<file path="src/hprc_pkg.sv">
// ----------------------------------------------------------------------------
// hprc_pkg: shared types and constants of the hazard pointer reclaimer
// Field widths, command and register codes, default sizes and the hazard
// table write request.
// ----------------------------------------------------------------------------
package hprc_pkg;

	// field widths
	localparam int CMD_W    = 2;
	localparam int THREAD_W = 3;
	localparam int SLOT_W   = 2;
	localparam int PTR_W    = 64;
	localparam int KIND_W   = 1;

	// stream word widths, padded to whole bytes
	localparam int IN_DATA_W  = 72;
	localparam int OUT_DATA_W = 72;

	// configuration port
	localparam int CFG_IDX_W  = 2;
	localparam int CFG_DATA_W = 5;
	localparam int PERIOD_W   = 5;
	localparam int CTR_W      = 6;

	localparam logic [CFG_IDX_W-1:0] REG_COLLECT_ENABLE = 2'd0;
	localparam logic [CFG_IDX_W-1:0] REG_SCAN_PERIOD    = 2'd1;

	localparam logic                PERIOD_RESET = 1'b0;
	localparam logic [PERIOD_W-1:0] SCAN_PERIOD_RST = 5'd15;

	// commands
	localparam logic [CMD_W-1:0] CMD_RESERVE   = 2'd0;
	localparam logic [CMD_W-1:0] CMD_CLEAR     = 2'd1;
	localparam logic [CMD_W-1:0] CMD_CLEAR_ALL = 2'd2;
	localparam logic [CMD_W-1:0] CMD_RETIRE    = 2'd3;

	// result kinds
	localparam logic [KIND_W-1:0] KIND_FREED   = 1'b0;
	localparam logic [KIND_W-1:0] KIND_DROPPED = 1'b1;

	// default sizes
	localparam int THREADS_DEF = 8;
	localparam int SLOTS_DEF   = 4;
	localparam int DEPTH_DEF   = 64;

	// hazard table write request
	typedef struct packed {
		logic                set;
		logic                clr_all;
		logic [THREAD_W-1:0] thread;
		logic [SLOT_W-1:0]   slot;
		logic [PTR_W-1:0]    value;
	} haz_wr_t;

endpackage

</file>
<file path="src/hprc_hazard_table.sv">
// ----------------------------------------------------------------------------
// hprc_hazard_table: hazard slot table with a one-row compare unit
// Holds every thread's hazard slots. Each cycle one row (one thread's slots)
// is compared against a query pointer.
// ----------------------------------------------------------------------------
module hprc_hazard_table #(
	parameter int THREADS = hprc_pkg::THREADS_DEF,
	parameter int SLOTS   = hprc_pkg::SLOTS_DEF,
	localparam int TW     = (THREADS > 1) ? $clog2(THREADS) : 1
) (
	input  logic                     clk,
	input  logic                     arst_n,
	input  hprc_pkg::haz_wr_t        wr,
	input  logic [TW-1:0]            row,
	input  logic [hprc_pkg::PTR_W-1:0] query,
	output logic                     hit
);
	import hprc_pkg::*;

	localparam int SW = (SLOTS > 1) ? $clog2(SLOTS) : 1;

	logic [PTR_W-1:0] haz_q [THREADS][SLOTS];
	logic [TW-1:0]    wr_t;
	logic [SW-1:0]    wr_s;

	assign wr_t = TW'(wr.thread);
	assign wr_s = SW'(wr.slot);

	// slot writes; reset nulls every slot
	always_ff @(posedge clk or negedge arst_n) begin
		if (!arst_n) begin
			for (int i = 0; i < THREADS; i++) begin
				for (int j = 0; j < SLOTS; j++) begin
					haz_q[i][j] <= '0;
				end
			end
		end else if (wr.set) begin
			haz_q[wr_t][wr_s] <= wr.value;
		end else if (wr.clr_all) begin
			for (int j = 0; j < SLOTS; j++) begin
				haz_q[wr_t][j] <= '0;
			end
		end
	end

	// compare the selected row against the query
	always_comb begin
		hit = 1'b0;
		for (int j = 0; j < SLOTS; j++) begin
			hit = hit | (haz_q[row][j] == query);
		end
	end

endmodule

</file>
<file path="config.mk">
export PLATFORM = sky130hd
export DESIGN_NAME = hprc_hazard_table
export DESIGN_NICKNAME = d
export VERILOG_FILES = /design/src/hprc_pkg.sv /design/src/hprc_hazard_table.sv
export SDC_FILE = /design/constraint.sdc
export NUM_CORES = 2
export LEC_CHECK = 0
export BUFFER_PORTS_ARGS = -buffer_cell sky130_fd_sc_hd__buf_4
export CAP_MARGIN = 20
export CORE_UTILIZATION = 35
export CTS_BUF_LIST = sky130_fd_sc_hd__clkbuf_16
export CTS_CLUSTER_SIZE = 14
export DETAILED_ROUTE_END_ITERATION = 10
export PLACE_DENSITY = 0.51
export SLEW_MARGIN = 25
export SYNTH_ARGS = -nofsm -noshare
export SYNTH_HDL_FRONTEND = slang
export SYNTH_SLANG_ARGS = --single-unit
</file>
<file path="constraint.sdc">
create_clock -name clk -period 7.1 [get_ports clk]
set_input_delay 1.065 -clock clk [delete_from_list [all_inputs] [get_ports clk]]
set_output_delay 1.065 -clock clk [all_outputs]
set_load 0.02 [all_outputs]
</file>
==> impl_metrics.toml <==
[clock_tree]
clock_sinks = 2048
clk_latency_ns = 0.91
root_buffer = "clkbuf_16"
path_clk_slew_ns = 0.06
cts-buffers-inserted = 223
htree_levels = 4
cts_resized = 0
postCtsHoldBufs = 0
cts_setup_buffers = 0
cts_buffer_depth = 3
cts_tree = "yes"

[critical_path]
worstPathRequired_ns = 6.03
crit_type = "in -> out"
r2r_setup_slack_ns = 6.36
cp-start-kind = "input port"
path_max_fanout = 36
end_kind = "output pin"
arrival_ns = 5.68

[outcome]
status = "completed"

[logic_synthesis]
yosysUniqueCellTypes = 26
yosys_register_bits = 2048
syn-cell-area_mm2 = 0.0907
synth_nets = 6823
synth_top_area_frac = 0.565
synthCells = 6683
synth_top_cell_by_area = "dfrtp_1"
yosys_warnings = 0
avgSynthCellArea_um2 = 13.6
ys_seq_area_frac = 0.565
synth_area_leaders = "dfrtp_1 (57%), a22o_1 (20%), mux4_2 (6.4%)"

[floorplanning]
rows = 186
core_mm2 = 0.257
ios = 141
die_y_um = 511
dieWidth_um = 511
die_area_mm2 = 0.261
start_util = 0.353

[sta]
setup_viol = 0
worst_slew_pin_slew_ns = 1.17
slew_headroom = 0.220
rsz0062_at_grt = "no"
fmax_ghz = 0.148
hold_viol_final = 0
final.setup.tns_ns = 0
whs_ns = 0.107
slew_viol_final = 0
skew_ns = 0
min_period_ns = 6.75
fin_crit_sh = 0.950

[global_routing]
grt_pass1_vias = 67005
grt_max_degree = 165
antenna_found_initial = 23
track_usage = 0.297
overflow = 0
grt_pass1_wl_um = 555000

[route]
routed.top_layer = "met5"
via_per_inst = 6.62
wirelength_um = 395000
drc = 0
vias = 66380
wl_met3_um = 37300
wl_met1_um = 161000
drtIter0Drc = 8208
avgRoutedWirePerCell_um = 39.4
routed-wl-met2_um = 175000
drt_first_pass_iters = 6
ant_nets = 0

[power_and_ir_drop]
switching_power_mw = 8.52
switching_share = 0.283
power.internal_mw = 21.6
power_density_mw_per_mm2 = 293
clock_power_share = 0.379
peakVddDrop_mv = 0.207
seq_power_share = 0.466
p_comb_frac = 0.155
p_leak_nw = 47.8

[placed_design]
dp.cells = 9599
placed_area_mm2 = 0.0955
gp_congestion = 0.918
place_hpwl_um = 229000
numPortBuffers = 140

[cells_and_area]
final_area_mm2 = 0.103
largest_reg_flops = 2048
syn_to_final_growth_pct = 13.2
instances_no_fill = 10030
final_util = 0.399
top_register = "haz_q"
fin_nets = 6584
drive_above_1_share = 0.158
reg_top3 = "haz_q (2048)"

[run]
drv.max_cap_violation_count = 0

[min_path]
hold_class = "in -> async"
## cell usage after synthesis
cell      instances
inv_1             1
mux2i_1         512
buf_4             7
or3b_2            3
a22oi_1         256
mux4_2          256
nand3b_1          5
nor2_4            1
nand4_1          69
clkbuf_1        705
a22o_1         2048
nor2b_1           1
buf_2            95
buf_1            48
xnor2_1         255
nand2_1           2
nand2b_1          8
nor4_1           16
or3_1             1
nand3_1           3
buf_6            21
xor2_1            1
nor2_1           65
dfrtp_1        2048
o21ai_1           1
o21a_1          255
## cells in the final DEF (no fill, tap or decap), types with 2 or more instances in the layout
cell	Yosys	final
clkinvlp_4	0	7
o21a_1	255	255
nor4_1	16	15
inv_16	0	3
nand2b_4	0	7
clkinv_2	0	48
a22o_1	2048	2048
a22oi_1	256	256
nor2_1	65	9
inv_1	1	52
buf_4	7	355
inv_6	0	8
buf_12	0	47
nand2_1	2	2
clkinv_1	0	55
bufinv_16	0	14
clkinv_16	0	3
buf_16	0	6
buf_8	0	2
mux4_2	256	256
or3b_2	3	3
nand3b_1	5	5
clkbuf_16	0	224
nand3_1	3	2
xnor2_1	255	254
diode_2	0	9
nand4_1	69	69
clkinv_8	0	3
dfrtp_1	2048	2048
mux2i_1	512	512
nor2_4	1	57
## power by group through the flow
stage / combinational [mW] / sequential, mW / clock [mW]
global placement: 4.55 / 14.1 / 0
global route: 4.90 / 14.2 / 12.0
CTS: 4.61 / 14.0 / 11.5
floorplan: 2.96 / 13.9 / 0
finish: 4.65 / 14.0 / 11.4
detailed placement: 4.59 / 14.2 / 0
## cell families after synthesis
kind of cell | count (synthesis) | synth area share
simple gates | 174 | 0.0103
compound gates | 2560 | 0.240
mux | 768 | 0.120
buf+inv | 877 | 0.0396
flops | 2048 | 0.565
xor+xnor | 256 | 0.0247
## path summary, 6_finish.rpt
kind,start,depth (start not counted),end
min in group clk,haz_q[523]$_DFFE_PN0P_,1,haz_q[523]$_DFFE_PN0P_
worst min register to register,haz_q[523]$_DFFE_PN0P_,1,haz_q[523]$_DFFE_PN0P_
worst max register to register,haz_q[1873]$_DFFE_PN0P_,1,haz_q[1873]$_DFFE_PN0P_
worst min-delay path,arst_n,1,haz_q[982]$_DFFE_PN0P_
worst max-delay path,row[0],12,hit
max in group asynchronous,arst_n,3,haz_q[1044]$_DFFE_PN0P_
## worst max-delay path: stages
cell,delay [ns]
buf_8,0.38
nor2b_4,0.74
buf_12,0.35
a22oi_1,0.14
o21a_1,0.16
xnor2_1,0.85
nand4_1,0.62
nor4_1,0.49
buf_4,0.18
nand4_1,0.11
nand4_1,0.22
buf_4,0.21
## metrics by stage
stage	setup WS (ns)	power [mW]
6_report	0.353	30.1
4_1_cts	0.530	30.1
5_1_grt	0.405	31.0
3_3_place_gp	-0.244	18.7
2_1_floorplan	2.91	16.9
3_5_place_dp	0.551	18.7
## area by class of cell
type / instances / area, um^2
multi-input combinational: 3758 / 36400
tap: 3384 / 4230
clock inverter: 194 / 1390
antenna: 9 / 22.5
fill: 23647 / 154000
clock buffer: 224 / 5610
sequential: 2048 / 51200
timing repair buffer: 412 / 3820
inverter: 1 / 11.3
## routing by layer
metal	vias to the layer above	GRT usage
met5	-	0
met4	14	0.144
met3	907	0.0767
met2	3978	0.448
met1	36012	0.398
li1	25469	-
(Power assumes the default switching activity.)
